--- config.mk ---
export PLATFORM = sky130hd
export DESIGN_NAME = hvt_scale_flat
export DESIGN_NICKNAME = d
export VERILOG_FILES = /design/src/hw/rtl/histogram_valley_threshold_macros.svh /design/src/hw/rtl/hvt_pkg.sv /design/src/hw/rtl/hvt_channels.sv /design/src/hw/rtl/hvt_scale.sv /design/src/flat_wrapper.sv
export SDC_FILE = /design/constraint.sdc
export NUM_CORES = 1
export LEC_CHECK = 0
export ABC_AREA = 0
export CELL_PAD_IN_SITES_DETAIL_PLACEMENT = 1
export CELL_PAD_IN_SITES_GLOBAL_PLACEMENT = 2
export CORE_UTILIZATION = 44
export DETAILED_ROUTE_END_ITERATION = 10
export DONT_BUFFER_PORTS = 1
export HOLD_SLACK_MARGIN = 0.06
export PLACE_DENSITY = 0.87
export REMOVE_ABC_BUFFERS = 1
export SETUP_SLACK_MARGIN = 0.1
export SKIP_LAST_GASP = 1
export SYNTH_ARGS = -nofsm -noshare
export SYNTH_HDL_FRONTEND = slang
export SYNTH_SLANG_ARGS = --single-unit
--- constraint.sdc ---
create_clock -name clk -period 6.1 [get_ports clk]
set_input_delay 0.305 -clock clk [delete_from_list [all_inputs] [get_ports clk]]
set_output_delay 0.305 -clock clk [all_outputs]
set_load 0.02 [all_outputs]
--- src/hw/rtl/histogram_valley_threshold_macros.svh ---
// assertion macros for the histogram valley threshold block
// used by the top level only; compiles to nothing when SYNTHESIS is defined
`ifndef HISTOGRAM_VALLEY_THRESHOLD_MACROS_SVH
`define HISTOGRAM_VALLEY_THRESHOLD_MACROS_SVH
`ifndef SYNTHESIS
// consequent checked in the same cycle as the antecedent
`define HVT_ASSERT_SAME(label, clk, rst_n, ante, cons) \
  label: assert property (@(posedge clk) disable iff (!rst_n) (ante) |-> (cons)) \
    else $error("histogram_valley_threshold: same-cycle check failed");
// consequent checked in the cycle after the antecedent
`define HVT_ASSERT_NEXT(label, clk, rst_n, ante, cons) \
  label: assert property (@(posedge clk) disable iff (!rst_n) (ante) |=> (cons)) \
    else $error("histogram_valley_threshold: next-cycle check failed");
`else
`define HVT_ASSERT_SAME(label, clk, rst_n, ante, cons)
`define HVT_ASSERT_NEXT(label, clk, rst_n, ante, cons)
`endif
`endif

--- src/hw/rtl/hvt_pkg.sv ---
// types, constants and arithmetic helpers for the histogram valley threshold block
// no dependencies; imported by the channels, engine, scaler and top level
`default_nettype none

package hvt_pkg;

  // histogram geometry
  localparam int unsigned COUNT_BITS = 20;
  localparam int unsigned NUM_BINS   = 256;
  localparam int unsigned BIN_BITS   = 8;
  localparam int unsigned LIMIT_BITS = 20;
  localparam int unsigned RATIO_BITS = 10;
  localparam int unsigned CMP_BITS   = (COUNT_BITS > LIMIT_BITS) ? COUNT_BITS : LIMIT_BITS;

  typedef logic [COUNT_BITS-1:0] count_t;
  typedef logic [BIN_BITS-1:0]   bin_t;
  typedef logic [BIN_BITS-1:0]   pixel_t;
  typedef logic [LIMIT_BITS-1:0] limit_t;
  typedef logic [RATIO_BITS-1:0] ratio_t;

  localparam count_t COUNT_MAX = '1;
  localparam bin_t   BIN_MAX   = bin_t'(NUM_BINS - 1);
  localparam bin_t   THR_MAX   = '1;

  // configuration port
  typedef logic [1:0]            cfg_idx_t;
  typedef logic [LIMIT_BITS-1:0] cfg_data_t;

  localparam cfg_idx_t CFG_EXCLUDE = 2'd0;
  localparam cfg_idx_t CFG_LIMIT   = 2'd1;
  localparam cfg_idx_t CFG_RATIO   = 2'd2;

  localparam pixel_t EXCLUDE_RST = 8'd255;
  localparam limit_t LIMIT_RST   = 20'd100;
  localparam ratio_t RATIO_RST   = 10'd714;

  // valley run: a bin and the four below it
  localparam int unsigned RUN_LEN = 5;
  typedef logic [2:0] run_t;
  localparam run_t RUN_DONE = run_t'(RUN_LEN);
  localparam bin_t RUN_SPAN = bin_t'(RUN_LEN - 1);

  // smoothing: floor((7*neighbor + 3*self + 5) / 10), divide by reciprocal
  localparam int unsigned SMOOTH_W_PREV     = 7;
  localparam int unsigned SMOOTH_W_CUR      = 3;
  localparam int unsigned SMOOTH_BIAS       = 5;
  localparam int unsigned SMOOTH_DIV        = 10;
  localparam int unsigned SMOOTH_SUM_BITS   = COUNT_BITS + 4;
  localparam int unsigned SMOOTH_SHIFT      = SMOOTH_SUM_BITS + 4;
  localparam int unsigned SMOOTH_RECIP_BITS = SMOOTH_SHIFT - 3;
  localparam int unsigned SMOOTH_PROD_BITS  = SMOOTH_SUM_BITS + SMOOTH_RECIP_BITS;
  localparam logic [SMOOTH_RECIP_BITS-1:0] SMOOTH_RECIP =
    SMOOTH_RECIP_BITS'(((64'd1 << SMOOTH_SHIFT) + 64'(SMOOTH_DIV) - 64'd1) / 64'(SMOOTH_DIV));

  // threshold scaling: round(bin * ratio / 1000), divide by reciprocal
  localparam int unsigned SCALE_DIV        = 1000;
  localparam int unsigned SCALE_ROUND      = SCALE_DIV / 2;
  localparam int unsigned SCALE_X_BITS     = BIN_BITS + RATIO_BITS;
  localparam int unsigned SCALE_SHIFT      = SCALE_X_BITS + 10;
  localparam int unsigned SCALE_RECIP_BITS = SCALE_SHIFT - 9;
  localparam int unsigned SCALE_PROD_BITS  = SCALE_X_BITS + SCALE_RECIP_BITS;
  localparam int unsigned SCALE_Q_BITS     = SCALE_PROD_BITS - SCALE_SHIFT;
  localparam logic [SCALE_RECIP_BITS-1:0] SCALE_RECIP =
    SCALE_RECIP_BITS'(((64'd1 << SCALE_SHIFT) + 64'(SCALE_DIV) - 64'd1) / 64'(SCALE_DIV));

  typedef logic [SCALE_X_BITS-1:0] scale_x_t;

  // sequencer states
  typedef enum logic [2:0] {
    ST_CLEAR,
    ST_COUNT,
    ST_FWD,
    ST_BWD,
    ST_SWEEP,
    ST_REPORT
  } state_t;

  // operation carried with each memory read
  typedef enum logic [2:0] {
    OP_CNT,
    OP_FWD,
    OP_BWD,
    OP_SWP,
    OP_CLR
  } op_t;

  // frame result request from the engine to the scaler
  typedef struct packed {
    logic valid;
    logic found;
    bin_t bin;
  } req_t;

  function automatic count_t smooth_f(count_t nb, count_t cur);
    logic [SMOOTH_SUM_BITS-1:0]  sum;
    logic [SMOOTH_PROD_BITS-1:0] prod;
    sum  = SMOOTH_SUM_BITS'(SMOOTH_W_PREV) * SMOOTH_SUM_BITS'(nb)
         + SMOOTH_SUM_BITS'(SMOOTH_W_CUR) * SMOOTH_SUM_BITS'(cur)
         + SMOOTH_SUM_BITS'(SMOOTH_BIAS);
    prod = SMOOTH_PROD_BITS'(sum) * SMOOTH_PROD_BITS'(SMOOTH_RECIP);
    return count_t'(prod >> SMOOTH_SHIFT);
  endfunction

endpackage

`default_nettype wire

--- src/hw/rtl/hvt_channels.sv ---
// valid/ready channel interfaces: pixel input, threshold result, register writes
// depends on hvt_pkg for payload types
`default_nettype none


interface hvt_out_if;
  import hvt_pkg::*;
  logic valid;
  logic ready;
  bin_t threshold;
  logic found;
  modport source (output valid, threshold, found, input ready);
  modport sink   (input valid, threshold, found, output ready);
endinterface


`default_nettype wire

--- src/hw/rtl/hvt_scale.sv ---
// threshold scaler: round(bin * ratio / 1000) saturated to 8 bits, plus output register
// depends on hvt_pkg and hvt_channels
`default_nettype none

module hvt_scale (
  input  wire logic            clk,
  input  wire logic            rst_n,
  input  wire hvt_pkg::req_t   req,
  output logic                 req_ready,
  input  wire hvt_pkg::ratio_t ratio,
  hvt_out_if.source            out_ch
);
  import hvt_pkg::*;

  logic                       s1_v_r;
  logic                       s1_found_r;
  scale_x_t                   s1_x_r;
  logic [SCALE_PROD_BITS-1:0] prod;
  logic [SCALE_Q_BITS-1:0]    quot;
  bin_t                       thr;
  logic                       advance;
  logic                       out_v_r;
  bin_t                       out_thr_r;
  logic                       out_found_r;

  // handshake between the product stage and the output register
  assign advance   = s1_v_r && (!out_v_r || out_ch.ready);
  assign req_ready = !s1_v_r || advance;

  // divide by 1000 through the reciprocal, then saturate
  always_comb begin
    prod = SCALE_PROD_BITS'(s1_x_r) * SCALE_PROD_BITS'(SCALE_RECIP);
    quot = prod[SCALE_PROD_BITS-1:SCALE_SHIFT];
    thr  = (quot > SCALE_Q_BITS'(THR_MAX)) ? THR_MAX : bin_t'(quot);
  end

  always_ff @(posedge clk) begin
    if (!rst_n) begin
      s1_v_r  <= 1'b0;
      out_v_r <= 1'b0;
    end else begin
      if (req_ready) begin
        s1_v_r <= req.valid;
      end
      if (advance) begin
        out_v_r <= 1'b1;
      end else if (out_ch.ready) begin
        out_v_r <= 1'b0;
      end
    end
  end

  // product stage and output payload
  always_ff @(posedge clk) begin
    if (req.valid && req_ready) begin
      s1_found_r <= req.found;
      s1_x_r     <= scale_x_t'(req.bin) * scale_x_t'(ratio) + scale_x_t'(SCALE_ROUND);
    end
    if (advance) begin
      out_thr_r   <= s1_found_r ? thr : '0;
      out_found_r <= s1_found_r;
    end
  end

  assign out_ch.valid     = out_v_r;
  assign out_ch.threshold = out_thr_r;
  assign out_ch.found     = out_found_r;

endmodule

`default_nettype wire

--- src/flat_wrapper.sv ---
// flat-port wrapper written by rule: the top's interface ports become plain ports
module hvt_scale_flat import hvt_pkg::*;
  (clk, rst_n, req, req_ready, ratio, out_ch_valid, out_ch_threshold, out_ch_found, out_ch_ready);
  hvt_out_if out_ch_i ();
  input  wire logic clk;
  input  wire logic rst_n;
  input  wire hvt_pkg::req_t req;
  output logic req_ready;
  input  wire hvt_pkg::ratio_t ratio;
  output wire logic [$bits(out_ch_i.valid)-1:0] out_ch_valid;
  output wire logic [$bits(out_ch_i.threshold)-1:0] out_ch_threshold;
  output wire logic [$bits(out_ch_i.found)-1:0] out_ch_found;
  input wire logic [$bits(out_ch_i.ready)-1:0] out_ch_ready;
  assign out_ch_valid = out_ch_i.valid;
  assign out_ch_threshold = out_ch_i.threshold;
  assign out_ch_found = out_ch_i.found;
  assign out_ch_i.ready = out_ch_ready;
  hvt_scale u_core (.clk(clk), .rst_n(rst_n), .req(req), .req_ready(req_ready), .ratio(ratio), .out_ch(out_ch_i));
endmodule
==> summary.md <==
| Metric | Value |
|---|---|
| RD Place Congestion | `0.792` |
| Setup crit end kind | `register` |
| Root Buffer | `clkbuf_16` |
| Commonest non-fill, non-tap cell in the layout | `ha_1` |
| Syn_area_per_cell | `10.0 um^2` |
| Sequential fraction of the synthesis area | `12.6%` |
| Overflow after GRT | `0` |
| Cell count after synthesis | `701` |
| Most frequent cells in the layout | `ha_1 (180), inv_1 (174), fa_1 (99)` |
| Post-synth EDFFs | `28` |
| Fin nets | `1003` |
| First-pass GRT wire length | `~26000 um` |
| Reg2Reg Capture Point | `u_core.out_ch.threshold[1]$_SDFFCE_PN0P_` |
| DR WL/cell | `17.0 um` |
| Site Rows | `45` |
| Area delta synth->final | `5.60%` |
| Yosys reg bits | `30` |
| Die height | `128 um` |
| Achievable Freq | `between 150 and 200 MHz` |
| Worst setup SP type | `register` |
| Final number of hold-violating endpoints | `0` |
| DRT iter0 DRCs | `roughly 110` |
| Hold buffer count at CTS | `0` |
| Setup repair bufs after CTS | `0` |
| Layout cell share with drive strength beyond 1 | `2.42%` |
| Headroom to the max-slew limit | `43.9%` |
| End of the critical path | `u_core.out_ch.threshold[1]$_SDFFCE_PN0P_` |
| IO Count | `34` |
| Post-DRT Antenna Nets | `0` |
| Reg2reg start | `u_core.s1_x_r[6]$_DFFE_PP_` |
| Max-slew violation count | `0` |
| Total Neg Setup Slack | `0 ps` |
| Final min period | `5660 ps` |
| Die W | `128 um` |
| Multi-input gate area | `approximately 5400 um^2` |
| Critical-path top delay cell | `fa_1` |
| Hpwl dp | `13700 um` |
| Final period utilization | `92.7%` |
| RSZ-0062 raised after global routing | `no` |
| Skew final | `about 9.4 ps` |
| Worst path depth | `19` |
| PostCTS Resize Cnt | `0` |
| Crit path kind | `register to register` |
| Delay-heaviest family, CP | `adder cells` |
| Placeable Area | `15400 um^2` |
| CTS clk-pin slew, worst paths | `60 ps` |
| Critical-path maximum fanout | `6` |
| Post-synth top flop | `edfxtp_1` |
| Drt pass-1 iters | `4` |
| Final setup fails | `0` |
| Vias per cell | `about 5.1` |
| Hold Crit Class | `input pin to register` |
| Critical Path AT | `5690 ps` |
| Worst R2R Path Depth | `19` |
| Worst-Skew Late Latency | `280 ps` |
| Warnings from Yosys | `0` |
| Reg2reg setup slack | `~440 ps` |
| Largest net degree at the start of global routing | `20` |
| Slowest stage delay, CP | `540 ps` |
| Post-synthesis async set-or-reset flop share | `0%` |
| Worst Path Required | `6130 ps` |
| Buf/Inv on CP | `4` |
| MaxCap Viol Count | `0` |
| DR DRC count | `0` |
| Final wirelength | `15500 um` |
| Initial antenna violation count | `0` |
| Bufs on Longest Clock Path | `2` |
| Fill count | `roughly 1700` |
| Vias | `4678` |
| Worst-Margin Slew | `842 ps` |
| IO buf count | `0` |
| Synthesized area | `7010 um^2` |
| Full die area | `16400 um^2` |
| Starting Density | `45.6%` |
| GRT Total Usage | `20.4%` |
| H-tree depth | `2` |
| TritonCTS Buffers | `5` |
| Library cells used by synthesis | `43` |
| FF/Latch Area | `881 um^2` |
| Outcome | `complete, no violations` |
| Vias in the first global route | `5330` |
| # diodes | `0` |
| Critical Path, Cell by Cell | `ha_1 -> ha_1 -> fa_1 -> inv_1 -> fa_1 -> inv_1 -> fa_1 -> inv_1 -> fa_1 -> inv_1 -> ha_1 -> a21oi_1 -> o211ai_1 -> nand2_1 -> nand3_1 -> a221o_2 -> a221o_2 -> and3_4 -> a21o_1` |
| TritonCTS clock tree | `built` |
| Clock Sinks | `30` |
| Crit. Startpoint | `u_core.s1_x_r[6]$_DFFE_PP_` |
-- layout make-up --
class | instances | area share, %
Multi-Input combinational cell | 489 | 73.6
Sequential cell | 30 | 11.9
Clock inverter | 2 | 0.169
Timing Repair Buffer | 1 | 0.101
Tap cell | 211 | 3.57
Clock buffer | 6 | 1.88
Inverter | 174 | 8.82
-- how the worst min path moves through the flow --
stage	start	endpoint	slack, ps	depth (start not counted)
2_1_floorplan	req[8]	u_core.s1_found_r$_DFFE_PP_	400	0
3_3_place_gp	req[8]	u_core.s1_found_r$_DFFE_PP_	400	0
3_5_place_dp	req[8]	u_core.s1_found_r$_DFFE_PP_	400	0
4_1_cts	req[8]	u_core.s1_found_r$_DFFE_PP_	120	0
5_1_grt	req[8]	u_core.s1_found_r$_DFFE_PP_	110	0
6_report	req[8]	u_core.s1_found_r$_DFFE_PP_	120	0
-- flip-flops by register name, indices dropped and copies added, names as in the netlist --
register,count
u_core.out_ch.valid,1
u_core.s1_found_r,1
u_core.out_ch.threshold,8
u_core.s1_v_r,1
u_core.s1_x_r,18
u_core.out_ch.found,1
-- logic make-up after synthesis --
logic type | after synthesis | synth area share, %
compound gates | 52 | 5.28
xor+xnor | 18 | 2.25
fa+ha+maj | 279 | 60.4
buf+inv | 182 | 9.74
flops | 30 | 12.6
simple gates | 140 | 9.76
-- synth_stat cells, types with 2 or more instances --
| master | instances | area [um^2] |
|---|---|---|
| a221o_2 | 2 | 22.5 |
| and3_1 | 2 | 12.5 |
| a31o_2 | 2 | 17.5 |
| nand2b_1 | 2 | 12.5 |
| nor2b_1 | 4 | 25.0 |
| ha_1 | 180 | 2250 |
| o221ai_1 | 2 | 17.5 |
| a21oi_1 | 15 | 75.1 |
| a21o_1 | 9 | 67.6 |
| nand4_1 | 3 | 18.8 |
| nor2_1 | 14 | 52.6 |
| inv_1 | 174 | 653 |
| nand2_1 | 59 | 221 |
| o21ai_0 | 5 | 25.0 |
| and2_1 | 34 | 213 |
| nor3_1 | 7 | 35.0 |
| o41ai_1 | 2 | 17.5 |
| edfxtp_1 | 28 | 841 |
| dfxtp_1 | 2 | 40.0 |
| nor4_1 | 2 | 12.5 |
| fa_1 | 99 | 1980 |
| o21bai_1 | 2 | 15.0 |
| nand3_1 | 8 | 40.0 |
| clkbuf_1 | 7 | 26.3 |
| o21a_1 | 3 | 22.5 |
| xnor2_1 | 15 | 131 |
| xor2_1 | 3 | 26.3 |
-- metal layers --
metal / share of wire, % / up-vias / track usage (%) / routed length (um)
met5: 0 / - / 0 / 0
met4: 1.2 / 0 / 3.81 / 179
met3: 1.4 / 10 / 1.38 / 221
met2: 51 / 43 / 37.4 / 7960
met1: 46 / 2375 / 26.4 / 7140
li1: - / 2250 / - / -
-- metrics by stage --
stage	std cells	utilization (%)	setup slack, ps	hold WS, ps	cell area (um^2)
6_report	913	48.2	445	120	7400
2_1_floorplan	693	-	822	404	6980
3_5_place_dp	905	47.2	398	404	7250
5_1_grt	913	48.2	172	112	7400
3_3_place_gp	905	47.2	580	404	7250
4_1_cts	913	48.2	409	116	7400
Power is left out: the tool's default activity adds up to more than one toggle a clock period on the data nets, which glitch-free logic cannot reach.
